**src/design/tlbs_pkg.sv**
```systemverilog
`timescale 1ns / 1ps
// ----------------------------------------------------------------------------
// tlbs_pkg
// Types and constants of the thermal LED brightness slew block.
// ----------------------------------------------------------------------------
package tlbs_pkg;

    localparam int unsigned TempW  = 8;
    localparam int unsigned LevelW = 8;
    localparam int unsigned DelayW = 16;
    localparam int unsigned QuoW   = 16;

    typedef enum logic [2:0] {
        ACT_SAMPLE     = 3'd0,
        ACT_SUSPEND    = 3'd1,
        ACT_RESUME     = 3'd2,
        ACT_ACTIVATE   = 3'd3,
        ACT_DEACTIVATE = 3'd4
    } t_action;

    localparam logic [7:0] REG_BAND_LO   = 8'd0;
    localparam logic [7:0] REG_BAND_HI   = 8'd1;
    localparam logic [7:0] REG_DELAY_OFF = 8'd2;
    localparam logic [7:0] REG_DELAY_ON  = 8'd3;

    localparam logic [TempW-1:0]  RST_BAND_LO   = 8'd52;
    localparam logic [TempW-1:0]  RST_BAND_HI   = 8'd62;
    localparam logic [DelayW-1:0] RST_DELAY_OFF = 16'd500;
    localparam logic [DelayW-1:0] RST_DELAY_ON  = 16'd200;

    localparam logic [LevelW-1:0] FULL_LEVEL = 8'd255;

    // slew step bands
    localparam logic [QuoW-1:0] BAND_1  = 16'd10;
    localparam logic [QuoW-1:0] BAND_2  = 16'd20;
    localparam logic [QuoW-1:0] BAND_5  = 16'd40;
    localparam logic [QuoW-1:0] BAND_10 = 16'd120;

endpackage

```
**src/design/tlbs_div.sv**
```systemverilog
`timescale 1ns / 1ps
// ----------------------------------------------------------------------------
// tlbs_div
// Restoring divider, one quotient bit per cycle.
// ----------------------------------------------------------------------------
module tlbs_div
    import tlbs_pkg::*;
(
    input  logic              i_clk,
    input  logic              i_rst_n,
    input  logic              i_start,
    input  logic [QuoW-1:0]   i_dividend,
    input  logic [TempW-1:0]  i_divisor,
    output logic              o_done,
    output logic [QuoW-1:0]   o_quotient
);

    localparam int unsigned CntW = $clog2(QuoW);

    logic              r_busy;
    logic [CntW-1:0]   r_cnt;
    logic [TempW-1:0]  r_rem;
    logic [TempW-1:0]  r_dvs;
    logic [QuoW-1:0]   r_quo;
    logic              r_done;

    logic [TempW:0]    shifted;
    logic              fits;
    logic [TempW:0]    diff;

    assign shifted = {r_rem, r_quo[QuoW-1]};
    assign diff    = shifted - {1'b0, r_dvs};
    assign fits    = (shifted >= {1'b0, r_dvs});

    always_ff @(posedge i_clk) begin
        if (!i_rst_n) begin
            r_busy <= 1'b0;
            r_cnt  <= '0;
            r_done <= 1'b0;
        end else begin
            r_done <= 1'b0;
            if (i_start) begin
                r_busy <= 1'b1;
                r_cnt  <= '0;
                r_rem  <= '0;
                r_dvs  <= i_divisor;
                r_quo  <= i_dividend;
            end else if (r_busy) begin
                // shift in the next dividend bit, subtract when it fits
                r_rem <= fits ? diff[TempW-1:0] : shifted[TempW-1:0];
                r_quo <= {r_quo[QuoW-2:0], fits};
                r_cnt <= r_cnt + 1'b1;
                if (r_cnt == CntW'(QuoW - 1)) begin
                    r_busy <= 1'b0;
                    r_done <= 1'b1;
                end
            end
        end
    end

    assign o_done     = r_done;
    assign o_quotient = r_quo;

endmodule

```
**src/design/thermal_led_brightness_slew.sv**
```systemverilog
`timescale 1ns / 1ps
// ----------------------------------------------------------------------------
// thermal_led_brightness_slew
// Temperature driven LED brightness controller with distance based slew.
// ----------------------------------------------------------------------------
// Usage:
//   Input channel (i_valid/o_ready) takes one action word: sample, suspend,
//   resume, activate or deactivate, with temperature and read status.
//   Output channel (o_valid/i_ready) returns exactly one result word per
//   action: LED write flag and level, rearm flag and next poll delay.
//   Config channel (i_cfg_valid/o_cfg_ready) writes the band limits and the
//   two poll delays by index; always ready.
//   One item at a time: o_ready drops after an accept. A good sample inside
//   the band runs the bit-serial divider in S_DIV, then S_SLEW and S_DONE;
//   other good samples pass S_SLEW and S_DONE, other actions only S_DONE.
//   o_ready returns with o_valid.
//   A stalled receiver holds o_valid and the word; the next item is taken
//   meanwhile but its result waits.
//   Reset clears level, last written level, active and suspended, and
//   loads the register defaults; no clearing pass is needed.
// ----------------------------------------------------------------------------
module thermal_led_brightness_slew
    import tlbs_pkg::*;
(
    input  logic              i_clk,
    input  logic              i_rst_n,
    input  logic              i_valid,
    output logic              o_ready,
    input  logic [2:0]        i_action,
    input  logic [TempW-1:0]  i_temperature,
    input  logic              i_read_ok,
    output logic              o_valid,
    input  logic              i_ready,
    output logic              o_led_write,
    output logic [LevelW-1:0] o_led_level,
    output logic              o_rearm,
    output logic [DelayW-1:0] o_next_delay_ticks,
    input  logic              i_cfg_valid,
    output logic              o_cfg_ready,
    input  logic [7:0]        i_cfg_index,
    input  logic [15:0]       i_cfg_data
);

    typedef enum logic [1:0] {
        S_IDLE,
        S_DIV,
        S_SLEW,
        S_DONE
    } t_state;

    t_state             r_state;
    logic [TempW-1:0]   r_low;
    logic [TempW-1:0]   r_high;
    logic [DelayW-1:0]  r_dly_off;
    logic [DelayW-1:0]  r_dly_on;
    logic [LevelW-1:0]  r_level;
    logic [LevelW-1:0]  r_last;
    logic               r_active;
    logic               r_susp;
    logic [QuoW-1:0]    r_target;
    logic               r_p_wr;
    logic [LevelW-1:0]  r_p_lv;
    logic               r_p_rearm;
    logic [DelayW-1:0]  r_p_dly;
    logic               r_o_valid;
    logic               r_o_wr;
    logic [LevelW-1:0]  r_o_lv;
    logic               r_o_rearm;
    logic [DelayW-1:0]  r_o_dly;

    logic               in_acc;
    logic               run_sample;
    logic               in_band;
    logic               div_start;
    logic               div_done;
    logic [QuoW-1:0]    div_quo;
    logic [TempW-1:0]   temp_ofs;
    logic [QuoW-1:0]    dividend;
    logic [DelayW-1:0]  cur_dly;
    logic               out_load;

    // action decode
    t_state             n_state;
    logic               n_p_wr;
    logic               n_p_rearm;
    logic [DelayW-1:0]  n_p_dly;

    // slew datapath
    logic [QuoW-1:0]    lvl_w;
    logic               up;
    logic [QuoW-1:0]    delta;
    logic               big;
    logic [3:0]         stepv;
    logic [LevelW:0]    sum;
    logic [LevelW:0]    dif;
    logic [LevelW-1:0]  n_level;

    assign in_acc     = i_valid && o_ready;
    assign run_sample = r_active && !r_susp;
    assign in_band    = (i_temperature > r_low) && (r_high > r_low);
    assign temp_ofs   = i_temperature - r_low;
    // 255 * x as (x << 8) - x
    assign dividend   = {temp_ofs, 8'd0} - {8'd0, temp_ofs};
    assign cur_dly    = (r_level == '0) ? r_dly_off : r_dly_on;
    assign out_load   = (r_state == S_DONE) && (!r_o_valid || i_ready);

    assign div_start = in_acc && (i_action == ACT_SAMPLE) && run_sample
                       && i_read_ok && in_band;

    tlbs_div u_div (
        .i_clk      (i_clk),
        .i_rst_n    (i_rst_n),
        .i_start    (div_start),
        .i_dividend (dividend),
        .i_divisor  (r_high - r_low),
        .o_done     (div_done),
        .o_quotient (div_quo)
    );

    always_comb begin
        n_state   = S_DONE;
        n_p_wr    = 1'b0;
        n_p_rearm = 1'b0;
        n_p_dly   = '0;
        case (i_action)
            ACT_SAMPLE: begin
                if (run_sample) begin
                    if (!i_read_ok) begin
                        n_p_rearm = 1'b1;
                        n_p_dly   = cur_dly;
                    end else if (in_band) begin
                        n_state = S_DIV;
                    end else begin
                        n_state = S_SLEW;
                    end
                end
            end
            ACT_SUSPEND: begin
                n_p_wr = r_active && (r_level != '0);
            end
            ACT_RESUME: begin
                n_p_rearm = r_active;
                n_p_dly   = r_active ? cur_dly : '0;
            end
            ACT_ACTIVATE: begin
                n_p_rearm = 1'b1;
                n_p_dly   = r_dly_off;
            end
            ACT_DEACTIVATE: begin
                n_p_wr = r_active;
            end
            default: ;
        endcase
    end

    always_comb begin
        lvl_w = {8'd0, r_level};
        up    = r_target > lvl_w;
        delta = up ? (r_target - lvl_w) : (lvl_w - r_target);
        big   = (delta >= BAND_10);
        if (delta < BAND_1) begin
            stepv = 4'd1;
        end else if (delta < BAND_2) begin
            stepv = 4'd2;
        end else if (delta < BAND_5) begin
            stepv = 4'd5;
        end else begin
            stepv = 4'd10;
        end
        sum = {1'b0, r_level} + {5'd0, stepv};
        dif = {1'b0, r_level} - {5'd0, stepv};
        if (up) begin
            if (big) begin
                n_level = (r_target > {8'd0, FULL_LEVEL}) ? FULL_LEVEL
                                                          : r_target[LevelW-1:0];
            end else begin
                n_level = sum[LevelW] ? FULL_LEVEL : sum[LevelW-1:0];
            end
        end else begin
            if (big) begin
                n_level = r_target[LevelW-1:0];
            end else begin
                // borrow means it went below zero
                n_level = dif[LevelW] ? '0 : dif[LevelW-1:0];
            end
        end
    end

    always_ff @(posedge i_clk) begin
        if (!i_rst_n) begin
            r_state   <= S_IDLE;
            r_low     <= RST_BAND_LO;
            r_high    <= RST_BAND_HI;
            r_dly_off <= RST_DELAY_OFF;
            r_dly_on  <= RST_DELAY_ON;
            r_level   <= '0;
            r_last    <= '0;
            r_active  <= 1'b0;
            r_susp    <= 1'b0;
            r_o_valid <= 1'b0;
        end else begin
            if (i_cfg_valid) begin
                case (i_cfg_index)
                    REG_BAND_LO:   r_low     <= i_cfg_data[TempW-1:0];
                    REG_BAND_HI:   r_high    <= i_cfg_data[TempW-1:0];
                    REG_DELAY_OFF: r_dly_off <= i_cfg_data;
                    REG_DELAY_ON:  r_dly_on  <= i_cfg_data;
                    default: ;
                endcase
            end

            // move the word out once the output register is free
            if (out_load) begin
                r_o_valid <= 1'b1;
                r_o_wr    <= r_p_wr;
                r_o_lv    <= r_p_lv;
                r_o_rearm <= r_p_rearm;
                r_o_dly   <= r_p_dly;
            end else if (r_o_valid && i_ready) begin
                r_o_valid <= 1'b0;
            end

            unique case (r_state)
                S_IDLE: begin
                    if (in_acc) begin
                        r_p_wr    <= n_p_wr;
                        r_p_lv    <= '0;
                        r_p_rearm <= n_p_rearm;
                        r_p_dly   <= n_p_dly;
                        r_state   <= n_state;
                        // out of band target; an in-band sample takes the quotient
                        r_target  <= (i_temperature <= r_low) ? '0
                                     : {8'd0, FULL_LEVEL};
                        case (i_action)
                            ACT_SUSPEND: begin
                                if (r_active) begin
                                    r_susp <= 1'b1;
                                end
                            end
                            ACT_RESUME: begin
                                if (r_active) begin
                                    r_susp <= 1'b0;
                                end
                            end
                            ACT_ACTIVATE: begin
                                r_level  <= '0;
                                r_last   <= '0;
                                r_susp   <= 1'b0;
                                r_active <= 1'b1;
                            end
                            ACT_DEACTIVATE: begin
                                if (r_active) begin
                                    r_level  <= '0;
                                    r_last   <= '0;
                                    r_susp   <= 1'b0;
                                    r_active <= 1'b0;
                                end
                            end
                            default: ;
                        endcase
                    end
                end
                S_DIV: begin
                    if (div_done) begin
                        r_target <= div_quo;
                        r_state  <= S_SLEW;
                    end
                end
                S_SLEW: begin
                    r_level   <= n_level;
                    r_p_rearm <= 1'b1;
                    r_p_dly   <= (n_level == '0) ? r_dly_off : r_dly_on;
                    if (n_level != r_last) begin
                        r_last <= n_level;
                        r_p_wr <= 1'b1;
                        r_p_lv <= n_level;
                    end
                    r_state <= S_DONE;
                end
                S_DONE: begin
                    if (out_load) begin
                        r_state <= S_IDLE;
                    end
                end
                default: r_state <= S_IDLE;
            endcase
        end
    end

    assign o_ready            = (r_state == S_IDLE);
    assign o_cfg_ready        = 1'b1;
    assign o_valid            = r_o_valid;
    assign o_led_write        = r_o_wr;
    assign o_led_level        = r_o_lv;
    assign o_rearm            = r_o_rearm;
    assign o_next_delay_ticks = r_o_dly;

endmodule

```
**config.mk**
```make
export PLATFORM = sky130hd
export DESIGN_NAME = thermal_led_brightness_slew
export DESIGN_NICKNAME = d
export VERILOG_FILES = /design/src/design/tlbs_pkg.sv /design/src/design/tlbs_div.sv /design/src/design/thermal_led_brightness_slew.sv
export SDC_FILE = /design/constraint.sdc
export NUM_CORES = 1
export LEC_CHECK = 0
export BUFFER_PORTS_ARGS = -buffer_cell sky130_fd_sc_hd__clkbuf_2
export CELL_PAD_IN_SITES_DETAIL_PLACEMENT = 1
export CELL_PAD_IN_SITES_GLOBAL_PLACEMENT = 2
export CORE_UTILIZATION = 42
export DETAILED_ROUTE_END_ITERATION = 16
export PLACE_DENSITY_LB_ADDON = 0.12
export SLEW_MARGIN = 20
export SYNTH_ARGS = -nofsm -noshare
export SYNTH_HDL_FRONTEND = slang
export SYNTH_SLANG_ARGS = --single-unit
```
**constraint.sdc**
```tcl
create_clock -name i_clk -period 19.2 [get_ports i_clk]
set_input_delay 1.92 -clock i_clk [delete_from_list [all_inputs] [get_ports i_clk]]
set_output_delay 1.92 -clock i_clk [all_outputs]
set_load 0.01 [all_outputs]
```
==> key figures <==
Drt
  • Drt drc: 0
  • DR vias/cell: 5.55
  • Wire per inst: 19.0 microns
  • DRT iter0 DRCs: 407
  • Final WL: 27900 microns
  • Detailed Routing Iterations Pass 1: 5
  • Vias: 8144
  • Final ANT Viol Nets: 0

Logic synthesis
  • Number of synthesized flops with an enable pin: 100
  • Top cells by area, synth: edfxtp_1 (29%), dfxtp_1 (15%), ha_1 (6.7%)
  • Mapped Cells: 1089
  • Ys Warns: 0
  • Mapped Area: 0.0102 sq mm
  • Leading area contributor after synthesis: edfxtp_1
  • Syn Nets: 1192
  • FFs w/ async S/R, synth: 0%
  • Yosys top cell area share: 29.4%
  • Library cells used by synthesis: 66
  • Synthesized area per cell: 9.38 sq um
  • Yosys reg bits: 175
  • Most common flop cell mapped by yosys: edfxtp_1
  • Seq/Total Area, Yosys: 44.1%

Finish
  • Diode count: 0
  • NumNets Final: 1239
  • Fill cell count: 2779
  • Finished Cell Area: 0.0115 sq mm
  • Fraction of layout cells with a size suffix above 1: 11.9%
  • Area grow syn2layout: 12.2%

Clock network
  • Max clock buf depth: 2
  • CTS Hold Bufs: 0
  • Post-CTS Setup Inserts: 0
  • Worst-path clk slew: 0.09 ns
  • Clock root cell: clkbuf_16
  • Total CTS buffers: 17
  • H-Tree Depth: 4
  • Worst skew pair latency: 0.45 ns
  • Clock Sinks: 175
  • CTS tree: built
  • Post-CTS Resized: 0

Setup path
  • Kind of critical path: flop to flop
  • CP Capture Type: flop
  • Terminus of the critical flop-to-flop path: r_last[2]
  • WP data arrival: 8.17 ns
  • Type of origin of the critical path: flop
  • Worst r2r path cells: 27
  • Setup slack, reg-to-reg: 11.33 ns
  • Reg2reg start: r_level[5]
  • Worst path required time: 19.50 ns
  • Crit-path max FO: 18

Timing
  • Worst slew pin tran: 1.09 ns
  • Fin Setup TNS: 0 ns
  • Final slew viol count: 0
  • Worst rel slew slack: 27.4%
  • Max frequency: 127 MHz
  • Final setup fails: 0
  • RSZ-0062 raised after global routing: no
  • Layout Skew: 0.0224 ns
  • Fin crit period: 7.87 ns
  • Crit share post-route: 41.0%
  • Final hold violations: 0

GRT
  • Gr ovfl total: 0
  • Initial antenna violation count: 0
  • Largest net degree at the start of global routing: 84
  • Overall global routing resource usage: 22.9%
  • First-pass GRT wire length: 43700 microns
  • Vias in the first global route: 8330

Floorplanning
  • Row count: 56
  • Core footprint: 0.0237 sq mm
  • Die Area: 0.0249 sq mm
  • Die span in x: 158 microns
  • Effective utilization at floorplan: 43.1%
  • Die height: 158 microns
  • I/O pin count: 70

Power and ir drop
  • Leak Pwr: 4.49 nW
  • Cell Pwr Density: 100 mW/mm^2
  • Power Total: 0.00115 W
  • VDD IR max: 47.2 uV

Place
  • Gpl congestion: 0.890
  • DP Wirelength: 20400 microns
  • Port Buffers: 68
  • Area of placed instances: 0.0108 sq mm

Run status
  • Status: finished, final reports clean

Hold path
  • Worst hold path depth: 0
  • Worst Min Path Start: r_p_lv[1]
  • Worst Hold Class: flop to flop
  • Worst Hold End: o_led_level[1]

Flow run
  • Max-cap violations: 0
==> worst max-delay path: stages, from the launching register on <==
cell and delay, ns:
dfxtp_1 0.44, inv_1 0.16, ha_1 0.50, o211ai_1 0.15
a21o_1 0.20, a31oi_1 0.41, a21oi_4 0.25, o41a_1 0.44
xnor2_1 0.15, or4_4 0.60, nor3_1 0.28, inv_1 0.10
nor2_1 0.23, a21o_1 0.15, ha_1 0.16, inv_1 0.06
fa_1 0.41, o21ba_2 0.22, o21bai_1 0.18, nand2_1 0.12
or2_2 0.34, nand3_1 0.09, a21oi_1 0.07, o311a_1 0.37
or3_1 0.38, a2111o_1 0.40, o41a_1 0.64, mux2i_1 0.21
==> how the worst max path moves through the flow <==
stage | depth (start not counted) | startpoint | endpoint
detailed placement | 27 | r_target[1] | r_p_dly[2]
floorplan | 29 | r_target[0] | r_p_lv[0]
global placement | 27 | r_target[1] | r_p_lv[0]
finish | 27 | r_level[5] | r_last[2]
CTS | 27 | r_level[5] | r_p_dly[2]
global route | 26 | r_level[5] | r_p_dly[2]
==> state kept, by name, indices dropped and copies added, names as in the netlist, 16 cells and up <==
signal,flops
u_div.o_quotient,16
r_target,16
r_dly_on,16
r_p_dly,16
r_dly_off,16
o_next_delay_ticks,16
==> cell type report <==
class                      instances  area (sq um)  share of cell area (%)
multi-input combinational        797          5260                    45.9
clock buffer                      17           425                    3.71
inverter                          66           248                    2.16
clock inverter                    15           205                    1.79
tap                              319           399                    3.48
timing repair buffer              79           423                    3.69
sequential                       175          4500                    39.3
==> per-layer routing <==
metal	vias to the layer above	track usage [%]	wire (microns)
met5	-	0	0
met4	0	5.82	335
met3	28	2.76	522
met2	108	41.7	14200
met1	4010	28.7	12800
li1	3998	-	-
==> cell families after synthesis <==
group	Yosys count	synth area share [%]
AO/OA/AOI/OAI	266	17.6
adder cells (fa/ha/maj)	62	8.11
flip-flops	175	44.1
XOR/XNOR	35	3.00
buffers and inverters	117	4.65
multiplexers	43	4.29
other	1	0.0367
AND/OR/NAND/NOR	390	18.2
==> cell usage in the layout, fill, tap and decap left out, drive strengths merged, types with 9 or more instances in the layout <==
cell    instances
o22ai          24
clkbuf         85
buf            11
nor2b          20
nand2         157
ha             55
a31oi           9
dfxtp          75
inv            73
nand3          34
o21ai          40
nor2           67
a21oi          52
and2           23
a22oi          18
nor3           22
a21o           22
a21boi         38
nand4          13
o211ai         13
a211oi          9
xor2           15
mux2i          37
nand2b         11
xnor2          20
or3            10
edfxtp        100
==> stage by stage <==
step                      worst slack (ns)  utilization (%)  hold WS (ns)  cells
after floorplan                      12.20                -         0.400   1089
after global placement               11.59             45.7         0.408   1436
after detailed placement             11.36             45.7         0.407   1436
after CTS                            11.31             48.4         0.421   1468
after global routing                 10.87             48.4         0.426   1468
final                                11.33             48.4         0.423   1468
==> power by group <==
| group | switching, W | total, W | internal [W] |
|---|---|---|---|
| sequential | 0.0000296 | 0.000474 | 0.000444 |
| combinational | 0.000202 | 0.000308 | 0.000106 |
| clock | 0.000188 | 0.000368 | 0.000181 |
==> cells in the mapped netlist (8+ instances only) <==
| master | instances |
|---|---|
| o211ai_1 | 13 |
| a21oi_1 | 51 |
| o22ai_1 | 24 |
| a22oi_1 | 18 |
| nand3_1 | 34 |
| ha_1 | 55 |
| edfxtp_1 | 100 |
| a31oi_1 | 9 |
| or3_1 | 9 |
| a21boi_0 | 38 |
| dfxtp_1 | 75 |
| xnor2_1 | 20 |
| o21ai_0 | 38 |
| and2_1 | 23 |
| mux2i_1 | 37 |
| inv_1 | 65 |
| nor2b_1 | 20 |
| xor2_1 | 15 |
| nand4_1 | 13 |
| buf_2 | 8 |
| nor3_1 | 21 |
| nor2_1 | 67 |
| a21o_1 | 22 |
| nand2_1 | 157 |
| clkbuf_1 | 37 |
| nand2b_1 | 11 |
| a211oi_1 | 9 |
Note: power is estimated with default switching activity, not from simulation.
